`src/sv/dctp_pkg.sv`:
```
// Package for the double column type profiler: constants, class struct and order-key helper.
// No dependencies.
package dctp_pkg;
  localparam logic [63:0] POS_INF_BITS = 64'h7FF0_0000_0000_0000;
  localparam logic [63:0] NEG_INF_BITS = 64'hFFF0_0000_0000_0000;
  localparam logic [63:0] ONE_BITS     = 64'h3FF0_0000_0000_0000;
  localparam logic [10:0] EXP_BIAS     = 11'd1023;
  localparam logic [10:0] EXP_WHOLE    = 11'd1075;

  typedef struct packed {
    logic        is_nan;
    logic        is_inf;
    logic        is_whole;
    logic        is_bool;
    logic [63:0] key;
  } dctp_class_t;

  // Numeric order key; both zeros map to the same key.
  function automatic logic [63:0] order_key(input logic [63:0] b);
    logic [63:0] k;
    if (b[62:0] == 63'd0) k = {1'b1, 63'd0};
    else if (b[63]) k = ~b;
    else k = {1'b1, b[62:0]};
    return k;
  endfunction
endpackage

```
`src/sv/double_column_type_profiler_top.sv`:
```
// Top level of the double column type profiler.
// Depends on dctp_pkg, dctp_classify and dctp_accum.
//
// Streams a column of binary64 values, one item per cycle, and on the item
// flagged last emits one result: any-value, any-infinity, all-integer,
// all-boolean, and the bit patterns of the smallest and largest finite values
// (+inf / -inf if none). NaNs of any payload are skipped. An accepted item is
// classified while it sits in the input register, and the key compares and
// flag update are registered in the profile registers when it advances;
// out_valid is registered when the last item of a column advances. The block
// takes one item per cycle, with one key compare each against the running min
// and max. The input stalls only when a last item meets a result still held by
// out_stall; that last item then waits in the input register.
module double_column_type_profiler_top (
  input  logic        clk,
  input  logic        rst_n,
  input  logic        in_valid,
  output logic        in_stall,
  input  logic [63:0] in_value_bits,
  input  logic        in_last,
  output logic        out_valid,
  input  logic        out_stall,
  output logic        out_any_value,
  output logic        out_any_inf,
  output logic        out_all_integer,
  output logic        out_all_boolean,
  output logic [63:0] out_min_bits,
  output logic [63:0] out_max_bits
);
  import dctp_pkg::*;
  logic        adv, s_valid, s_last;
  logic [63:0] s_value;
  dctp_class_t s_cls;

  // Register and classify the incoming item.
  dctp_classify u_cls (
    .clk, .rst_n, .in_valid, .in_stall, .in_value_bits, .in_last,
    .adv, .s_valid, .s_last, .s_value, .s_cls
  );

  // Fold it into the running profile; emit on last.
  dctp_accum u_acc (
    .clk, .rst_n, .s_valid, .s_last, .s_value, .s_cls, .adv,
    .out_valid, .out_stall, .out_any_value, .out_any_inf,
    .out_all_integer, .out_all_boolean, .out_min_bits, .out_max_bits
  );
endmodule

```
`src/sv/dctp_classify.sv`:
```
// Input register stage plus element classification.
// Depends on dctp_pkg.
module dctp_classify (
  input  logic                 clk,
  input  logic                 rst_n,
  input  logic                 in_valid,
  output logic                 in_stall,
  input  logic [63:0]          in_value_bits,
  input  logic                 in_last,
  input  logic                 adv,
  output logic                 s_valid,
  output logic                 s_last,
  output logic [63:0]          s_value,
  output dctp_pkg::dctp_class_t s_cls
);
  import dctp_pkg::*;
  logic        valid_r;
  logic        last_r;
  logic [63:0] value_r;
  logic [10:0] ef;
  logic [51:0] fmask;
  logic [5:0]  fbits;

  assign in_stall = valid_r && !adv;

  always_ff @(posedge clk) begin
    if (!rst_n) begin
      valid_r <= 1'b0;
    end else if (!in_stall) begin
      valid_r <= in_valid;
    end
    if (!in_stall && in_valid) begin
      value_r <= in_value_bits;
      last_r  <= in_last;
    end
  end

  assign ef    = value_r[62:52];
  assign fbits = 6'(EXP_WHOLE - ef);
  assign fmask = ~(52'hF_FFFF_FFFF_FFFF << fbits);

  always_comb begin
    s_cls.is_nan = (ef == 11'h7FF) && (value_r[51:0] != 52'd0);
    s_cls.is_inf = (ef == 11'h7FF) && (value_r[51:0] == 52'd0);
    s_cls.is_bool = (value_r[62:0] == 63'd0) || (value_r == ONE_BITS);
    if (value_r[62:0] == 63'd0) s_cls.is_whole = 1'b1;
    else if (ef < EXP_BIAS) s_cls.is_whole = 1'b0;
    else if (ef >= EXP_WHOLE) s_cls.is_whole = 1'b1;
    else s_cls.is_whole = (value_r[51:0] & fmask) == 52'd0;
    s_cls.key = order_key(value_r);
  end

  assign s_valid = valid_r;
  assign s_last  = last_r;
  assign s_value = value_r;
endmodule

```
`src/sv/dctp_accum.sv`:
```
// Running profile state and result register.
// Depends on dctp_pkg.
module dctp_accum (
  input  logic                  clk,
  input  logic                  rst_n,
  input  logic                  s_valid,
  input  logic                  s_last,
  input  logic [63:0]           s_value,
  input  dctp_pkg::dctp_class_t s_cls,
  output logic                  adv,
  output logic                  out_valid,
  input  logic                  out_stall,
  output logic                  out_any_value,
  output logic                  out_any_inf,
  output logic                  out_all_integer,
  output logic                  out_all_boolean,
  output logic [63:0]           out_min_bits,
  output logic [63:0]           out_max_bits
);
  import dctp_pkg::*;
  logic seen_r, seen_nxt, nonfin_r, nonfin_nxt, int_r, int_nxt, bool_r, bool_nxt;
  logic [63:0] min_r, min_nxt, max_r, max_nxt, mink_r, mink_nxt, maxk_r, maxk_nxt;
  logic ovalid_r, ovalid_nxt;
  logic fire;
  logic res_value_r, res_inf_r, res_int_r, res_bool_r;
  logic [63:0] res_min_r, res_max_r;

  // Advance unless a result would overwrite one still waiting.
  assign adv = !(ovalid_r && out_stall && s_last);
  assign fire = s_valid && adv && s_last;
  assign ovalid_nxt = fire || (ovalid_r && out_stall);

  always_comb begin
    seen_nxt = seen_r; nonfin_nxt = nonfin_r; int_nxt = int_r; bool_nxt = bool_r;
    min_nxt = min_r; max_nxt = max_r; mink_nxt = mink_r; maxk_nxt = maxk_r;
    if (!s_cls.is_nan) begin
      seen_nxt = 1'b1;
      if (s_cls.is_inf) begin
        nonfin_nxt = 1'b1; int_nxt = 1'b0; bool_nxt = 1'b0;
      end else begin
        if (s_cls.key < mink_r) begin
          min_nxt = s_value; mink_nxt = s_cls.key;
        end
        if (s_cls.key > maxk_r) begin
          max_nxt = s_value; maxk_nxt = s_cls.key;
        end
        if (!s_cls.is_bool) bool_nxt = 1'b0;
        if (!s_cls.is_whole) int_nxt = 1'b0;
      end
    end
  end

  always_ff @(posedge clk) begin
    if (!rst_n) begin
      ovalid_r <= 1'b0;
      seen_r <= 1'b0; nonfin_r <= 1'b0; int_r <= 1'b1; bool_r <= 1'b1;
      min_r <= POS_INF_BITS; max_r <= NEG_INF_BITS;
      mink_r <= order_key(POS_INF_BITS); maxk_r <= order_key(NEG_INF_BITS);
    end else begin
      ovalid_r <= ovalid_nxt;
      if (fire) begin
        res_value_r <= seen_nxt; res_inf_r <= nonfin_nxt;
        res_int_r <= int_nxt; res_bool_r <= bool_nxt;
        res_min_r <= min_nxt; res_max_r <= max_nxt;
        seen_r <= 1'b0; nonfin_r <= 1'b0; int_r <= 1'b1; bool_r <= 1'b1;
        min_r <= POS_INF_BITS; max_r <= NEG_INF_BITS;
        mink_r <= order_key(POS_INF_BITS); maxk_r <= order_key(NEG_INF_BITS);
      end else if (s_valid && adv) begin
        seen_r <= seen_nxt; nonfin_r <= nonfin_nxt; int_r <= int_nxt;
        bool_r <= bool_nxt; min_r <= min_nxt; max_r <= max_nxt;
        mink_r <= mink_nxt; maxk_r <= maxk_nxt;
      end
    end
  end

  assign out_valid       = ovalid_r;
  assign out_any_value   = res_value_r;
  assign out_any_inf     = res_inf_r;
  assign out_all_integer = res_int_r;
  assign out_all_boolean = res_bool_r;
  assign out_min_bits    = res_min_r;
  assign out_max_bits    = res_max_r;
endmodule

```
`config.mk`:
```
export PLATFORM = sky130hd
export DESIGN_NAME = double_column_type_profiler_top
export DESIGN_NICKNAME = d
export VERILOG_FILES = /design/src/sv/dctp_pkg.sv /design/src/sv/double_column_type_profiler_top.sv /design/src/sv/dctp_classify.sv /design/src/sv/dctp_accum.sv
export SDC_FILE = /design/constraint.sdc
export NUM_CORES = 1
export LEC_CHECK = 0
export ABC_CLOCK_PERIOD_IN_PS = 10400
export BUFFER_PORTS_ARGS = -buffer_cell sky130_fd_sc_hd__buf_2
export CORE_ASPECT_RATIO = 2
export CORE_UTILIZATION = 35
export CTS_BUF_LIST = sky130_fd_sc_hd__clkbuf_4 sky130_fd_sc_hd__clkbuf_8 sky130_fd_sc_hd__clkbuf_16
export DETAILED_ROUTE_END_ITERATION = 8
export RECOVER_POWER = 100
export SLEW_MARGIN = 20
export SYNTH_ARGS = -nofsm -noshare
export SYNTH_HDL_FRONTEND = slang
export SYNTH_SLANG_ARGS = --single-unit
```
`constraint.sdc`:
```
create_clock -name clk -period 10.4 [get_ports clk]
set_input_delay 1.04 -clock clk [delete_from_list [all_inputs] [get_ports clk]]
set_output_delay 1.04 -clock clk [all_outputs]
set_load 0.01 [all_outputs]
```
==> results of run 1 <==
[cells by family (layout without fill, tap and decap cells)]
logic type | after synthesis | count (layout) | share of synthesized area
xor+xnor | 67 | 67 | 0.0268
simple gates | 537 | 537 | 0.117
other cells | 0 | 1 | 0
mux | 175 | 175 | 0.0875
compound gates | 493 | 493 | 0.135
fa+ha+maj | 131 | 131 | 0.0737
flops | 459 | 459 | 0.503
buf+inv | 303 | 457 | 0.0571
[worst max-delay path: cells and delay by family, from the launching register on]
family,cells,cell delay (ps)
AOI/OAI and AO/OA,5,1750
adders and majority gates,1,370
buffers and inverters,1,490
DFF,1,550
muxes,1,830
and+or+nand+nor,6,4660
[area by class of cell]
cell class	instances	share of cell area
clock buffers	57	0.0485
clock inverters	19	0.0122
repair buffers	238	0.0439
well taps	792	0.0395
flip-flops and latches	459	0.445
inverters	143	0.0214
diodes	1	0.0000998
multi-input cells	1403	0.389
[worst max path at each step]
stage	start	to	slack (ps)	cells past startpoint
3_3_place_gp	u_cls.s_value[7]$_DFFE_PP_	u_acc.mink_r[63]$_SDFFE_PP1P_	2580	16
6_report	u_cls.s_value[7]$_DFFE_PP_	u_acc.out_min_bits[57]$_DFFE_PP_	1360	14
3_5_place_dp	u_cls.s_value[7]$_DFFE_PP_	u_acc.mink_r[59]$_SDFFE_PP1P_	2170	16
4_1_cts	u_cls.s_value[7]$_DFFE_PP_	u_acc.mink_r[59]$_SDFFE_PP1P_	2140	16
2_1_floorplan	u_cls.s_value[7]$_DFFE_PP_	u_acc.out_max_bits[49]$_DFFE_PP_	4630	19
5_1_grt	u_cls.s_value[7]$_DFFE_PP_	u_acc.out_min_bits[25]$_DFFE_PP_	940	14
[stage by stage]
step / std cells / total power [mW]
3_3_place_gp: 3035 / 2.77
2_1_floorplan: 2165 / 2.57
4_1_cts: 3111 / 4.52
6_report: 3112 / 4.49
5_1_grt: 3111 / 4.65
3_5_place_dp: 3035 / 2.79
[state kept, by name, indices dropped and copies added, names as in the netlist]
| signal | count |
|---|---|
| u_acc.min_r | 64 |
| u_acc.bool_r | 1 |
| u_acc.max_r | 64 |
| u_cls.s_valid | 1 |
| u_cls.s_value | 64 |
| u_acc.out_any_inf | 1 |
| u_acc.out_valid | 1 |
| u_acc.mink_r | 64 |
| u_acc.int_r | 1 |
| u_acc.out_min_bits | 64 |
| u_acc.nonfin_r | 1 |
| u_acc.out_any_value | 1 |
| u_acc.out_all_boolean | 1 |
| u_acc.seen_r | 1 |
| u_cls.s_last | 1 |
| u_acc.out_all_integer | 1 |
| u_acc.out_max_bits | 64 |
| u_acc.maxk_r | 64 |
[placed cells by master (no fill, tap or decap), drive strengths merged, types with 7 or more instances in the layout]
master  synthesis  final
bufinv          0      8
buf            64     95
edfxtp        197    197
inv           143    145
o21ai         160    160
a221oi          9      9
o211ai          7      7
a31oi          20     20
a211o          53     53
o31ai          15     15
mux2i          52     52
mux2          123    123
nor2          141    141
nand2b         12     12
a211oi          7      7
nor3           29     29
or4            11     11
xnor2          65     65
a21oi         161    161
clkinv          0      7
dfxtp         262    262
nand2         103    103
nand3         153    153
nand4          35     35
nor4           15     15
a21o           17     17
clkbuf         96    200
and3            8      8
and4           12     12
ha            130    130
[power groups by stage]
stage	clock network [mW]	logic, mW	registers (mW)
6_report	1.74	0.703	2.04
5_1_grt	1.82	0.772	2.05
3_5_place_dp	0	0.706	2.08
2_1_floorplan	0	0.513	2.06
3_3_place_gp	0	0.694	2.08
4_1_cts	1.77	0.711	2.04
[routing by layer]
| metal | track usage | vias up | routed length, um |
|---|---|---|---|
| li1 | - | 8043 | - |
| met1 | 0.225 | 8320 | 25200 |
| met2 | 0.379 | 635 | 34700 |
| met3 | 0.0235 | 178 | 3330 |
| met4 | 0.104 | 0 | 3340 |
| met5 | 0 | - | 0 |
==> report_table.html, run 1 <==
<table>
<tr><th>Metric</th><th>Value</th></tr>
<tr><th colspan="2">Clock tree</th></tr>
<tr><td>Buffer type at the clock tree root</td><td>sky130_fd_sc_hd__clkbuf_16</td></tr>
<tr><td>Total clock buffers created by CTS</td><td>41</td></tr>
<tr><td>Clock slew at the register clock pins of the worst setup and hold paths</td><td>70 ps</td></tr>
<tr><td>Clk sinks</td><td>approximately 460</td></tr>
<tr><td>Worst-case clock buffer depth</td><td>3</td></tr>
<tr><td>Hold-fix buffer count after cts</td><td>0</td></tr>
<tr><td>Post-CTS Setup Bufs</td><td>0</td></tr>
<tr><td>Skew-Pair Late Insertion Delay</td><td>roughly 570 ps</td></tr>
<tr><td>Deepest level of the CTS H-tree</td><td>2</td></tr>
<tr><td>CTS tree</td><td>done</td></tr>
<tr><td>CTS-repair resized insts</td><td>0</td></tr>
<tr><th colspan="2">Global routing</th></tr>
<tr><td>Largest net degree at the start of global routing</td><td>around 100</td></tr>
<tr><td>First-pass GRT wire length</td><td>102 mm</td></tr>
<tr><td>Initial antenna violation count</td><td>1</td></tr>
<tr><td>Global-route total usage across every layer</td><td>0.203</td></tr>
<tr><td>Via count of the first global-routing pass</td><td>between 15k and 20k</td></tr>
<tr><td>Overall overflow remaining after global route</td><td>0</td></tr>
<tr><th colspan="2">Timing</th></tr>
<tr><td>Final worst path period share</td><td>0.869</td></tr>
<tr><td>Fin crit period</td><td>~9000 ps</td></tr>
<tr><td>Final-report hold violation count</td><td>0</td></tr>
<tr><td>Final worst slack</td><td>~1400 ps</td></tr>
<tr><td>Final total negative setup slack</td><td>0 ps</td></tr>
<tr><td>Count of final setup violators</td><td>0</td></tr>
<tr><td>Actual transition at the worst max-transition pin</td><td>~4200 ps</td></tr>
<tr><td>Setup repair after global routing missed its margin</td><td>false</td></tr>
<tr><td>Max-slew headroom</td><td>-1.79</td></tr>
<tr><td>Worst hold slack after final layout</td><td>472 ps</td></tr>
<tr><td>Max-slew violation count</td><td>470</td></tr>
<tr><td>Worst clock skew on the final layout</td><td>roughly 30 ps</td></tr>
<tr><td>Maximum clock rate</td><td>roughly 110 MHz</td></tr>
<tr><th colspan="2">Worst setup path</th></tr>
<tr><td>Startpoint type of the worst setup path</td><td>flip-flop</td></tr>
<tr><td>Crit-path max FO</td><td>69</td></tr>
<tr><td>Destination of the worst register-to-register timing path</td><td>u_acc.out_min_bits[57]$_DFFE_PP_</td></tr>
<tr><td>R2R cell count</td><td>14</td></tr>
<tr><td>Slack of the worst reg-to-reg path</td><td>about 1400 ps</td></tr>
<tr><td>Max stage delay on crit path</td><td>1240 ps</td></tr>
<tr><td>Crit Path Class</td><td>flip-flop to flip-flop</td></tr>
<tr><td>Crit-path cells</td><td>or4_1 -&gt; or4_4 -&gt; nor4_1 -&gt; and3_2 -&gt; buf_4 -&gt; nor2_1 -&gt; ha_1 -&gt; o211ai_1 -&gt; a31oi_1 -&gt; a2111oi_0 -&gt; o311ai_0 -&gt; a211oi_1 -&gt; nand2_2 -&gt; mux2_1</td></tr>
<tr><td>Launching point of the worst reg2reg path</td><td>u_cls.s_value[7]$_DFFE_PP_</td></tr>
<tr><td>Critical-path cell with the highest stage delay</td><td>sky130_fd_sc_hd__nand2_2</td></tr>
<tr><td>Worst Path Arrival</td><td>just over 9000 ps</td></tr>
<tr><td>Required time of the critical path</td><td>10690 ps</td></tr>
<tr><td>CP endpoint kind</td><td>flip-flop</td></tr>
<tr><th colspan="2">Synth</th></tr>
<tr><td>Synth unique cells</td><td>70</td></tr>
<tr><td>Primary FF master, synth</td><td>sky130_fd_sc_hd__dfxtp_1</td></tr>
<tr><td>Synthesized instance count</td><td>approximately 2.2k</td></tr>
<tr><td>Synth cell count leaders</td><td>sky130_fd_sc_hd__dfxtp_1 (262), sky130_fd_sc_hd__edfxtp_1 (197), sky130_fd_sc_hd__a21oi_1 (160)</td></tr>
<tr><td>Yosys warning count</td><td>0</td></tr>
<tr><td>Synthesized area per cell</td><td>10.3 um^2</td></tr>
<tr><td>Proportion of synthesized chip area in sequential cells</td><td>0.503</td></tr>
<tr><td>EDFF count, synth</td><td>197</td></tr>
<tr><td>Post-synth top area share</td><td>0.266</td></tr>
<tr><td>Most instantiated library cell after synthesis</td><td>sky130_fd_sc_hd__dfxtp_1</td></tr>
<tr><td>Cell taking the most area after synthesis</td><td>sky130_fd_sc_hd__edfxtp_1</td></tr>
<tr><td>Synthesized area</td><td>22200 um^2</td></tr>
<tr><td>Syn Nets</td><td>2364</td></tr>
<tr><td>Seq cells post-synth</td><td>459</td></tr>
<tr><td>Synth async-reset ratio</td><td>0</td></tr>
<tr><td>Most area-consuming cells after synthesis</td><td>sky130_fd_sc_hd__edfxtp_1 (27%), sky130_fd_sc_hd__dfxtp_1 (24%), sky130_fd_sc_hd__ha_1 (7.3%)</td></tr>
<tr><th colspan="2">Layout</th></tr>
<tr><td>Share of layout cells above drive strength 1</td><td>0.125</td></tr>
<tr><td>Fraction of the core area covered by cells at the end of the flow</td><td>0.399</td></tr>
<tr><td>Filler cell count in the final layout</td><td>6168</td></tr>
<tr><td>Net count, final</td><td>2485</td></tr>
<tr><td>Area taken by multi-input logic gates</td><td>between 9000 and 10000 um^2</td></tr>
<tr><td>Post-route cell area</td><td>around 25000 um^2</td></tr>
<tr><td>FF/Latch Area</td><td>between 10000 and 15000 um^2</td></tr>
<tr><td>Area growth from synthesis to layout</td><td>12.9%</td></tr>
<tr><th colspan="2">Drt</th></tr>
<tr><td>Remaining antenna violation count after routing</td><td>0</td></tr>
<tr><td>Residual DRC</td><td>0</td></tr>
<tr><td>Iter 0 DRT Violations</td><td>1185</td></tr>
<tr><td>Routed WL</td><td>about 67 mm</td></tr>
<tr><td>Via count</td><td>about 17k</td></tr>
<tr><td>Routed wire length per instance</td><td>about 21 um</td></tr>
<tr><td>Via/cell ratio</td><td>5.52</td></tr>
<tr><td>Number of search-and-repair iterations in the first detailed-routing pass</td><td>5</td></tr>
<tr><th colspan="2">Floorplanning</th></tr>
<tr><td>Die area</td><td>around 65000 um^2</td></tr>
<tr><td>Height of the die</td><td>about 360 um</td></tr>
<tr><td>Count of pins on the block boundary</td><td>~200</td></tr>
<tr><td>Horizontal extent of the die</td><td>between 150 and 200 um</td></tr>
<tr><td>Total number of placement rows</td><td>130</td></tr>
<tr><td>Effective utilization at floorplan</td><td>0.354</td></tr>
<tr><td>Placeable Area</td><td>62800 um^2</td></tr>
<tr><th colspan="2">Power and ir drop</th></tr>
<tr><td>Internal portion of total power</td><td>3.27 mW</td></tr>
<tr><td>Combinational Power Share</td><td>0.157</td></tr>
<tr><td>Sequential Power Share</td><td>0.456</td></tr>
<tr><td>Leakage power of the design</td><td>approximately 10 nW</td></tr>
<tr><td>Sw Pwr</td><td>~1.2 mW</td></tr>
<tr><td>Areal power density over the cells</td><td>about 180 nW/um^2</td></tr>
<tr><td>Switching power share of the total</td><td>0.271</td></tr>
<tr><td>Max VDD drop</td><td>0.173 mV</td></tr>
<tr><td>Share of power burned in the clock network</td><td>0.387</td></tr>
<tr><th colspan="2">Run status</th></tr>
<tr><td>Violated checks</td><td>max-capacitance violations, max-slew violations</td></tr>
<tr><td>Outcome</td><td>finished, violations left</td></tr>
<tr><th colspan="2">Place</th></tr>
<tr><td>Setup WS pre-CTS</td><td>2170 ps</td></tr>
<tr><td>Final HPWL from detailed placement</td><td>roughly 44 mm</td></tr>
<tr><td>Number of input and output port buffers inserted</td><td>202</td></tr>
<tr><td>Final estimated routing congestion in global placement</td><td>about 0.93</td></tr>
<tr><td>Cell area reported after detailed placement</td><td>23800 um^2</td></tr>
<tr><th colspan="2">Min path</th></tr>
<tr><td>Tightest Hold Check Type</td><td>flip-flop to flip-flop</td></tr>
<tr><td>Hold path cells</td><td>2</td></tr>
<tr><td>Sink of the worst hold path</td><td>u_acc.mink_r[17]$_SDFFE_PP0P_</td></tr>
<tr><td>Worst Hold Launch</td><td>u_acc.mink_r[17]$_SDFFE_PP0P_</td></tr>
<tr><th colspan="2">Flow run</th></tr>
<tr><td>Max cap viols</td><td>7</td></tr>
</table>
Power figures use the tool's default switching activity.
==> run 2, diff against run 1 <==
--- a/config.mk
+++ b/config.mk
@@ -5,6 +5,7 @@
 export SDC_FILE = /design/constraint.sdc
 export NUM_CORES = 1
 export LEC_CHECK = 0
+export ABC_AREA = 1
 export ABC_CLOCK_PERIOD_IN_PS = 10400
 export BUFFER_PORTS_ARGS = -buffer_cell sky130_fd_sc_hd__buf_2
 export CORE_ASPECT_RATIO = 2
==> report_table.html, run 2 <==
<table>
<tr><th>Metric</th><th>Value</th></tr>
<tr><th colspan="2">Worst setup path</th></tr>
<tr><td>Top delay family on crit path</td><td>buffers and inverters</td></tr>
<tr><td>Crit-path max FO</td><td>67 (-2.9%)</td></tr>
<tr><td>Slack of the worst reg-to-reg path</td><td>1810 ps (+440 ps)</td></tr>
<tr><td>Launching point of the worst reg2reg path</td><td>u_cls.s_value[63]$_DFFE_PP_</td></tr>
<tr><td>Crit-path cells</td><td>clkbuf_1 -&gt; clkinv_1 -&gt; buf_4 -&gt; nand2_1 -&gt; a21oi_1 -&gt; ha_1 -&gt; nand2_1 -&gt; nor3_1 -&gt; nand3_1 -&gt; nor4b_1 -&gt; nand4_1 -&gt; o32a_1 -&gt; clkbuf_2 -&gt; buf_4 -&gt; nand3_1 -&gt; and2_0</td></tr>
<tr><td>Destination of the worst register-to-register timing path</td><td>u_acc.out_max_bits[63]$_DFFE_PP_</td></tr>
<tr><td>Worst Path Arrival</td><td>9010 ps (-320 ps)</td></tr>
<tr><td>CP endpoint kind</td><td>flip-flop</td></tr>
<tr><td>Crit Path Class</td><td>flip-flop to flip-flop</td></tr>
<tr><td>Total buffers and inverters traversed by the critical path</td><td>5 (+4)</td></tr>
<tr><td>Startpoint type of the worst setup path</td><td>flip-flop</td></tr>
<tr><td>Required time of the critical path</td><td>10820 ps (+130 ps)</td></tr>
<tr><td>R2R cell count</td><td>16 (+2)</td></tr>
<tr><td>Critical-path cell with the highest stage delay</td><td>sky130_fd_sc_hd__clkbuf_1</td></tr>
<tr><td>Max stage delay on crit path</td><td>1410 ps (+170 ps)</td></tr>
<tr><th colspan="2">Clock tree</th></tr>
<tr><td>Deepest level of the CTS H-tree</td><td>2 (unchanged)</td></tr>
<tr><td>Clock slew at the register clock pins of the worst setup and hold paths</td><td>70 ps (about the same)</td></tr>
<tr><td>Buffer type at the clock tree root</td><td>sky130_fd_sc_hd__clkbuf_16</td></tr>
<tr><td>Hold-fix buffer count after cts</td><td>0 (unchanged)</td></tr>
<tr><td>Clk sinks</td><td>459 (unchanged)</td></tr>
<tr><td>CTS tree</td><td>done</td></tr>
<tr><td>CTS-repair resized insts</td><td>0 (unchanged)</td></tr>
<tr><td>Worst-case clock buffer depth</td><td>3 (unchanged)</td></tr>
<tr><td>Total clock buffers created by CTS</td><td>41 (unchanged)</td></tr>
<tr><td>Post-CTS Setup Bufs</td><td>0 (unchanged)</td></tr>
<tr><td>Skew-Pair Late Insertion Delay</td><td>590 ps (+20 ps)</td></tr>
<tr><th colspan="2">Global routing</th></tr>
<tr><td>Initial antenna violation count</td><td>3 (+2)</td></tr>
<tr><td>First-pass GRT wire length</td><td>114 mm (+12%)</td></tr>
<tr><td>Via count of the first global-routing pass</td><td>19.1k (+10%)</td></tr>
<tr><td>Overall overflow remaining after global route</td><td>0 (unchanged)</td></tr>
<tr><td>Global-route total usage across every layer</td><td>0.218 (+0.0158)</td></tr>
<tr><td>Largest net degree at the start of global routing</td><td>175 (+72%)</td></tr>
<tr><th colspan="2">Floorplanning</th></tr>
<tr><td>Die area</td><td>68200 um^2 (+5.7%)</td></tr>
<tr><td>Effective utilization at floorplan</td><td>0.353 (-0.000876)</td></tr>
<tr><td>Count of pins on the block boundary</td><td>203 (unchanged)</td></tr>
<tr><td>Horizontal extent of the die</td><td>185 um (+2.8%)</td></tr>
<tr><td>Height of the die</td><td>368 um (+2.8%)</td></tr>
<tr><td>Placeable Area</td><td>66600 um^2 (+6.0%)</td></tr>
<tr><td>Total number of placement rows</td><td>134 (+3.1%)</td></tr>
<tr><th colspan="2">Drt</th></tr>
<tr><td>Number of search-and-repair iterations in the first detailed-routing pass</td><td>7 (+2)</td></tr>
<tr><td>Via count</td><td>20.3k (+18%)</td></tr>
<tr><td>Iter 0 DRT Violations</td><td>1548 (+31%)</td></tr>
<tr><td>Via/cell ratio</td><td>5.06 (-8.4%)</td></tr>
<tr><td>Met2 wirelength from detailed routing</td><td>36.9 mm (+6.4%)</td></tr>
<tr><td>Met3 Wirelength</td><td>3.55 mm (+6.5%)</td></tr>
<tr><td>Residual DRC</td><td>2 (+2)</td></tr>
<tr><td>Routed WL</td><td>75.0 mm (+13%)</td></tr>
<tr><td>Routed wire length per instance</td><td>18.7 um (-13%)</td></tr>
<tr><td>Met1 Routed Length</td><td>29.3 mm (+17%)</td></tr>
<tr><td>Topmost layer with routed signal wires</td><td>met5</td></tr>
<tr><td>Remaining antenna violation count after routing</td><td>0 (unchanged)</td></tr>
<tr><th colspan="2">Synth</th></tr>
<tr><td>Proportion of synthesized chip area in sequential cells</td><td>0.475 (-0.0273)</td></tr>
<tr><td>Yosys warning count</td><td>0 (unchanged)</td></tr>
<tr><td>Synthesized instance count</td><td>3006 (+39%)</td></tr>
<tr><td>Most instantiated library cell after synthesis</td><td>sky130_fd_sc_hd__nand2_1</td></tr>
<tr><td>Synth unique cells</td><td>46 (-34%)</td></tr>
<tr><td>Primary FF master, synth</td><td>sky130_fd_sc_hd__dfxtp_1</td></tr>
<tr><td>Synth async-reset ratio</td><td>0 (unchanged)</td></tr>
<tr><td>EDFF count, synth</td><td>197 (unchanged)</td></tr>
<tr><td>Post-synth top area share</td><td>0.252 (-0.0145)</td></tr>
<tr><td>Cell taking the most area after synthesis</td><td>sky130_fd_sc_hd__edfxtp_1</td></tr>
<tr><td>Seq cells post-synth</td><td>459 (unchanged)</td></tr>
<tr><td>Syn Nets</td><td>3205 (+36%)</td></tr>
<tr><td>Synthesized area per cell</td><td>7.81 um^2 (-24%)</td></tr>
<tr><td>Synthesized area</td><td>23500 um^2 (+5.8%)</td></tr>
<tr><td>Synth cell count leaders</td><td>sky130_fd_sc_hd__nand2_1 (741), sky130_fd_sc_hd__inv_1 (413), sky130_fd_sc_hd__nor2_1 (351)</td></tr>
<tr><td>Most area-consuming cells after synthesis</td><td>sky130_fd_sc_hd__edfxtp_1 (25%), sky130_fd_sc_hd__dfxtp_1 (22%), sky130_fd_sc_hd__nand2_1 (12%)</td></tr>
<tr><th colspan="2">Layout</th></tr>
<tr><td>Net count, final</td><td>3299 (+33%)</td></tr>
<tr><td>Area growth from synthesis to layout</td><td>11.5%</td></tr>
<tr><td>Share of layout cells above drive strength 1</td><td>0.0434 (-0.0816)</td></tr>
<tr><td>Commonest non-fill, non-tap cell in the layout</td><td>sky130_fd_sc_hd__nand2_1</td></tr>
<tr><td>Fraction of the core area covered by cells at the end of the flow</td><td>0.394 (-0.00595)</td></tr>
<tr><td>Post-route cell area</td><td>26200 um^2 (+4.4%)</td></tr>
<tr><td>Most frequent cells in the layout</td><td>sky130_fd_sc_hd__nand2_1 (741), sky130_fd_sc_hd__inv_1 (412), sky130_fd_sc_hd__nor2_1 (351), sky130_fd_sc_hd__dfxtp_1 (262), sky130_fd_sc_hd__nand4_1 (207)</td></tr>
<tr><th colspan="2">Timing</th></tr>
<tr><td>Maximum clock rate</td><td>116 MHz (+5.2%)</td></tr>
<tr><td>Actual transition at the worst max-transition pin</td><td>3150 ps (-1040 ps)</td></tr>
<tr><td>Max-slew headroom</td><td>-1.10 (+0.691)</td></tr>
<tr><td>Max-slew violation count</td><td>417 (-11%)</td></tr>
<tr><td>Final worst slack</td><td>1810 ps (+445 ps)</td></tr>
<tr><td>Final worst path period share</td><td>0.826 (-0.0428)</td></tr>
<tr><td>Final-report hold violation count</td><td>0 (unchanged)</td></tr>
<tr><td>Final total negative setup slack</td><td>0 ps (unchanged)</td></tr>
<tr><td>Count of final setup violators</td><td>0 (unchanged)</td></tr>
<tr><td>Worst hold slack after final layout</td><td>456 ps (-15.8 ps)</td></tr>
<tr><td>Fin crit period</td><td>8590 ps (-445 ps)</td></tr>
<tr><td>Worst clock skew on the final layout</td><td>22.3 ps (-6.92 ps)</td></tr>
<tr><td>Setup repair after global routing missed its margin</td><td>false</td></tr>
<tr><th colspan="2">Place</th></tr>
<tr><td>Final HPWL from detailed placement</td><td>52.0 mm (+18%)</td></tr>
<tr><td>Setup WS pre-CTS</td><td>3450 ps (+1280 ps)</td></tr>
<tr><td>Final estimated routing congestion in global placement</td><td>0.976 (+4.4%)</td></tr>
<tr><td>Cell area reported after detailed placement</td><td>25100 um^2 (+5.2%)</td></tr>
<tr><td>Number of input and output port buffers inserted</td><td>202 (unchanged)</td></tr>
<tr><th colspan="2">Min path</th></tr>
<tr><td>Hold path cells</td><td>2 (unchanged)</td></tr>
<tr><td>Worst Hold Launch</td><td>u_acc.mink_r[62]$_SDFFE_PP1P_</td></tr>
<tr><td>Tightest Hold Check Type</td><td>flip-flop to flip-flop</td></tr>
<tr><td>Sink of the worst hold path</td><td>u_acc.mink_r[62]$_SDFFE_PP1P_</td></tr>
<tr><th colspan="2">Power and ir drop</th></tr>
<tr><td>Max VDD drop</td><td>0.104 mV (-40%)</td></tr>
<tr><td>Areal power density over the cells</td><td>170 nW/um^2 (-5.2%)</td></tr>
<tr><td>Leakage power of the design</td><td>12.0 nW (+23%)</td></tr>
<tr><th colspan="2">Run status</th></tr>
<tr><td>Outcome</td><td>finished, violations left</td></tr>
<tr><td>Violated checks</td><td>design-rule violations, max-capacitance violations, max-slew violations</td></tr>
<tr><th colspan="2">Flow run</th></tr>
<tr><td>Max cap viols</td><td>8 (+1)</td></tr>
</table>
-- run 2: cell types whose count changed in the layout (fill, tap and decap cells not counted), sizes merged, moves of 52 or more --
cell / change
a211o: -53
inv: +270
mux2: -123
mux2i: -52
nand2: +644
nand4: +172
nor2: +213
xnor2: -65
-- run 2: how the worst max path moves through the flow --
| stage | endpoint | slack, ps | startpoint | depth (start not counted) |
|---|---|---|---|---|
| after global placement | u_acc.maxk_r[3]$_SDFFE_PP1P_ | 3440 | u_cls.s_value[54]$_DFFE_PP_ | 21 |
| after detailed placement | u_acc.maxk_r[23]$_SDFFE_PP1P_ | 3450 | u_cls.s_value[54]$_DFFE_PP_ | 21 |
| after global routing | u_acc.out_max_bits[63]$_DFFE_PP_ | 1570 | u_cls.s_value[63]$_DFFE_PP_ | 16 |
| after floorplan | u_acc.out_all_boolean$_DFFE_PP_ | 2830 | out_stall | 5 |
| final | u_acc.out_max_bits[63]$_DFFE_PP_ | 1810 | u_cls.s_value[63]$_DFFE_PP_ | 16 |
| after CTS | u_acc.maxk_r[23]$_SDFFE_PP1P_ | 3420 | u_cls.s_value[54]$_DFFE_PP_ | 21 |
-- run 2: cell type report --
type                       count  area, um^2
fill                        6965       40400
clock buffer                  56        1190
tap                          884        1110
antenna                        1        2.50
inverter                     417        1570
clock inverter                20         213
sequential                   459       11200
timing repair buffer         226         987
multi-input combinational   1955        9970
-- run 2: cells by family after synthesis --
| group | Yosys count | share of synthesized area |
|---|---|---|
| fa+ha+maj | 130 | 0.0693 |
| compound gates | 319 | 0.0738 |
| xor+xnor | 17 | 0.00634 |
| buf+inv | 592 | 0.102 |
| simple gates | 1489 | 0.274 |
| flops | 459 | 0.475 |
-- run 2: per-stage QoR --
step | std cells | power, mW
after CTS | 4017 | 4.48
after global routing | 4017 | 4.64
after detailed placement | 3941 | 2.86
final | 4018 | 4.44
after floorplan | 3006 | 2.62
after global placement | 3941 | 2.85
-- run 2: tightest hold or removal path, cell delays in order, from the launching register on --
cell,delay [ps]
sky130_fd_sc_hd__dfxtp_1,330
sky130_fd_sc_hd__nand2_1,50
sky130_fd_sc_hd__nand3_1,50
-- run 2: routing by layer --
layer,global-route usage,up-vias
li1,-,9981
met5,0,-
met2,0.378,644
met1,0.252,9496
met3,0.0250,196
met4,0.140,2
-- run 2: power by group --
part | switching (mW) | internal [mW] | total (mW) | leakage, nW
logic | 0.532 | 0.226 | 0.758 | 7.27
registers | 0.0582 | 2.00 | 2.06 | 3.99
clock network | 0.717 | 0.907 | 1.62 | 0.694
total | 1.31 | 3.13 | 4.44 | 12.0
==> run 3, diff against run 2 <==
--- a/config.mk
+++ b/config.mk
@@ -6,7 +6,7 @@
 export NUM_CORES = 1
 export LEC_CHECK = 0
 export ABC_AREA = 1
-export ABC_CLOCK_PERIOD_IN_PS = 10400
+export ABC_CLOCK_PERIOD_IN_PS = 7800
 export BUFFER_PORTS_ARGS = -buffer_cell sky130_fd_sc_hd__buf_2
 export CORE_ASPECT_RATIO = 2
 export CORE_UTILIZATION = 35
==> constraint.sdc (replaced) <==
create_clock -name clk -period 7.8 [get_ports clk]
set_input_delay 0.78 -clock clk [delete_from_list [all_inputs] [get_ports clk]]
set_output_delay 0.78 -clock clk [all_outputs]
set_load 0.01 [all_outputs]
==> report_table.html, run 3 (synthesized netlist as in run 2, its figures left out) <==
<table>
<tr><th>Metric</th><th>Value</th></tr>
<tr><th colspan="2">Run status</th></tr>
<tr><td>Outcome</td><td>finished, violations left</td></tr>
<tr><td>Violated checks</td><td>design-rule violations, max-capacitance violations, max-slew violations</td></tr>
<tr><th colspan="2">Drt</th></tr>
<tr><td>Routed wire length per instance</td><td>18.3 um (-2.1%)</td></tr>
<tr><td>Number of search-and-repair iterations in the first detailed-routing pass</td><td>8 (+1)</td></tr>
<tr><td>Via/cell ratio</td><td>5.04 (-0.41%)</td></tr>
<tr><td>Residual DRC</td><td>1 (-1)</td></tr>
<tr><td>Remaining antenna violation count after routing</td><td>0 (unchanged)</td></tr>
<tr><td>Via count</td><td>20.2k (-0.41%)</td></tr>
<tr><td>Routed WL</td><td>73.4 mm (-2.1%)</td></tr>
<tr><td>Iter 0 DRT Violations</td><td>1715 (+11%)</td></tr>
<tr><th colspan="2">Worst setup path</th></tr>
<tr><td>CP endpoint kind</td><td>flip-flop</td></tr>
<tr><td>Critical-path cell with the highest stage delay</td><td>sky130_fd_sc_hd__clkinvlp_2</td></tr>
<tr><td>Crit-path max FO</td><td>80 (+19%)</td></tr>
<tr><td>Required time of the critical path</td><td>8310 ps (-2510 ps)</td></tr>
<tr><td>Most frequent CP cell</td><td>sky130_fd_sc_hd__nand2_1</td></tr>
<tr><td>Startpoint type of the worst setup path</td><td>flip-flop</td></tr>
<tr><td>Crit-path cells</td><td>nand3_1 -&gt; nand2_1 -&gt; clkbuf_1 -&gt; clkinvlp_2 -&gt; nand2_1 -&gt; nand2_4 -&gt; clkinv_2 -&gt; clkbuf_4 -&gt; nand2_1 -&gt; nor2_1</td></tr>
<tr><td>Crit Path Class</td><td>flip-flop to flip-flop</td></tr>
<tr><td>Worst Path Arrival</td><td>7720 ps (-1290 ps)</td></tr>
<tr><td>Max stage delay on crit path</td><td>2040 ps (+630 ps)</td></tr>
<tr><th colspan="2">Clock tree</th></tr>
<tr><td>Skew-Pair Late Insertion Delay</td><td>590 ps (about the same)</td></tr>
<tr><td>Clk sinks</td><td>459 (unchanged)</td></tr>
<tr><td>Worst-case clock buffer depth</td><td>3 (unchanged)</td></tr>
<tr><td>Hold-fix buffer count after cts</td><td>0 (unchanged)</td></tr>
<tr><td>CTS tree</td><td>done</td></tr>
<tr><td>CTS-repair resized insts</td><td>0 (unchanged)</td></tr>
<tr><td>Total clock buffers created by CTS</td><td>41 (unchanged)</td></tr>
<tr><td>Deepest level of the CTS H-tree</td><td>2 (unchanged)</td></tr>
<tr><td>Buffer type at the clock tree root</td><td>sky130_fd_sc_hd__clkbuf_16</td></tr>
<tr><td>Clock slew at the register clock pins of the worst setup and hold paths</td><td>70 ps (about the same)</td></tr>
<tr><td>Post-CTS Setup Bufs</td><td>0 (unchanged)</td></tr>
<tr><th colspan="2">Timing</th></tr>
<tr><td>Setup repair after global routing missed its margin</td><td>false</td></tr>
<tr><td>Maximum clock rate</td><td>139 MHz (+19%)</td></tr>
<tr><td>Worst clock skew on the final layout</td><td>21.3 ps (-1.00 ps)</td></tr>
<tr><td>Actual transition at the worst max-transition pin</td><td>3910 ps (+764 ps)</td></tr>
<tr><td>Max-slew violation count</td><td>394 (-5.5%)</td></tr>
<tr><td>Count of final setup violators</td><td>0 (unchanged)</td></tr>
<tr><td>Final worst path period share</td><td>0.924 (+0.0978)</td></tr>
<tr><td>Fin crit period</td><td>7210 ps (-1390 ps)</td></tr>
<tr><td>Final-report hold violation count</td><td>0 (unchanged)</td></tr>
<tr><td>Final total negative setup slack</td><td>0 ps (unchanged)</td></tr>
<tr><td>Max-slew headroom</td><td>-1.61 (-0.509)</td></tr>
<tr><th colspan="2">Power and ir drop</th></tr>
<tr><td>Share of power burned in the clock network</td><td>0.370 (+0.004)</td></tr>
<tr><td>Leakage power of the design</td><td>12.0 nW (+0.41%)</td></tr>
<tr><td>Internal portion of total power</td><td>4.24 mW (+35%)</td></tr>
<tr><td>Sw Pwr</td><td>1.72 mW (+32%)</td></tr>
<tr><td>Switching power share of the total</td><td>0.289 (-0.00552)</td></tr>
<tr><td>Sequential Power Share</td><td>0.460 (-0.004)</td></tr>
<tr><td>Combinational Power Share</td><td>0.169 (-0.002)</td></tr>
<tr><td>Areal power density over the cells</td><td>227 nW/um^2 (+34%)</td></tr>
<tr><td>Max VDD drop</td><td>0.141 mV (+36%)</td></tr>
<tr><th colspan="2">Layout</th></tr>
<tr><td>Fraction of the core area covered by cells at the end of the flow</td><td>0.394 (+0.000846)</td></tr>
<tr><td>Share of layout cells above drive strength 1</td><td>0.0472 (+0.00383)</td></tr>
<tr><td>Final standard cell count with taps included and fillers excluded</td><td>4018 (unchanged)</td></tr>
<tr><td>Commonest non-fill, non-tap cell in the layout</td><td>sky130_fd_sc_hd__nand2_1</td></tr>
<tr><td>Area growth from synthesis to layout</td><td>11.8%</td></tr>
<tr><td>Net count, final</td><td>3299 (unchanged)</td></tr>
<tr><td>Most frequent cells in the layout</td><td>sky130_fd_sc_hd__nand2_1 (739), sky130_fd_sc_hd__inv_1 (412), sky130_fd_sc_hd__nor2_1 (351), sky130_fd_sc_hd__dfxtp_1 (262), sky130_fd_sc_hd__nand4_1 (207)</td></tr>
<tr><td>Filler cell count in the final layout</td><td>6975 (+0.14%)</td></tr>
<tr><th colspan="2">Floorplanning</th></tr>
<tr><td>Total number of placement rows</td><td>134 (unchanged)</td></tr>
<tr><td>Height of the die</td><td>368 um (unchanged)</td></tr>
<tr><td>Effective utilization at floorplan</td><td>0.353 (unchanged)</td></tr>
<tr><td>Horizontal extent of the die</td><td>185 um (unchanged)</td></tr>
<tr><td>Placeable Area</td><td>66600 um^2 (unchanged)</td></tr>
<tr><td>Count of pins on the block boundary</td><td>203 (unchanged)</td></tr>
<tr><td>Die area</td><td>68200 um^2 (unchanged)</td></tr>
<tr><th colspan="2">Flow run</th></tr>
<tr><td>Max cap viols</td><td>4 (-4)</td></tr>
<tr><th colspan="2">Global routing</th></tr>
<tr><td>Initial antenna violation count</td><td>2 (-1)</td></tr>
<tr><td>Via count of the first global-routing pass</td><td>18.7k (-2.1%)</td></tr>
<tr><td>Global-route total usage across every layer</td><td>0.214 (-0.00459)</td></tr>
<tr><td>Overall overflow remaining after global route</td><td>0 (unchanged)</td></tr>
<tr><td>Largest net degree at the start of global routing</td><td>175 (unchanged)</td></tr>
<tr><td>First-pass GRT wire length</td><td>111 mm (-2.3%)</td></tr>
<tr><th colspan="2">Place</th></tr>
<tr><td>Final estimated routing congestion in global placement</td><td>1.03 (+5.8%)</td></tr>
<tr><td>Placed cell count</td><td>3941 (unchanged)</td></tr>
<tr><td>Number of input and output port buffers inserted</td><td>202 (unchanged)</td></tr>
<tr><td>Final HPWL from detailed placement</td><td>50.4 mm (-3.2%)</td></tr>
<tr><th colspan="2">Min path</th></tr>
<tr><td>Tightest Hold Check Type</td><td>input port to flip-flop</td></tr>
</table>
[run 3: worst max-delay path: cells and delay by family, from the launching register on]
family                 cells  cell delay [ps]
buffers and inverters      4             4800
DFF                        1              380
and+or+nand+nor            6             1830
[run 3: final timing paths]
| check | cells after the start | slack [ps] | to | startpoint |
|---|---|---|---|---|
| setup / recovery | 10 | 590 | u_acc.mink_r[21]$_SDFFE_PP0P_ | u_acc.out_valid$_SDFF_PN0_ |
| hold / removal | 1 | 370 | u_cls.s_value[49]$_DFFE_PP_ | in_value_bits[49] |
| setup reg to reg | 10 | 590 | u_acc.mink_r[21]$_SDFFE_PP0P_ | u_acc.out_valid$_SDFF_PN0_ |
| hold reg to reg | 2 | 460 | u_acc.maxk_r[15]$_SDFFE_PP1P_ | u_acc.maxk_r[15]$_SDFFE_PP1P_ |
[run 3: final cells by class]
class                      count  area, um^2  area share
antenna                        1        2.50   0.0000953
clock buffer                  60        1230      0.0470
clock inverter                16         204     0.00777
inverter                     417        1570      0.0597
multi-input combinational   1955        9980       0.380
sequential                   459       11200       0.425
tap                          884        1110      0.0421
timing repair buffer         226         988      0.0377
[run 3: per-layer routing]
| layer | wire, um | up-vias | GRT usage |
|---|---|---|---|
| li1 | - | 9984 | - |
| met5 | 0 | - | 0 |
| met3 | 3620 | 177 | 0.0238 |
| met2 | 36500 | 637 | 0.372 |
| met1 | 28600 | 9437 | 0.248 |
| met4 | 4720 | 0 | 0.129 |
[run 3: power groups by stage]
stage	Sequential (mW)	Clock [mW]	Combinational [mW]
floorplan	2.78	0	0.708
finish	2.75	2.21	1.01
global placement	2.79	0	1.00
detailed placement	2.80	0	1.01
CTS	2.74	2.25	1.01
global route	2.76	2.33	1.14
[run 3: stage by stage]
stage          worst slack [ps]  hold WS (ps)  cell area, um^2  power (mW)
3_5_place_dp                880           442            25100        3.80
6_report                    591           375            26200        5.97
2_1_floorplan               490           429            23500        3.49
3_3_place_gp               1060           437            25100        3.79
5_1_grt                     187           364            26200        6.23
4_1_cts                     850           361            26500        6.00
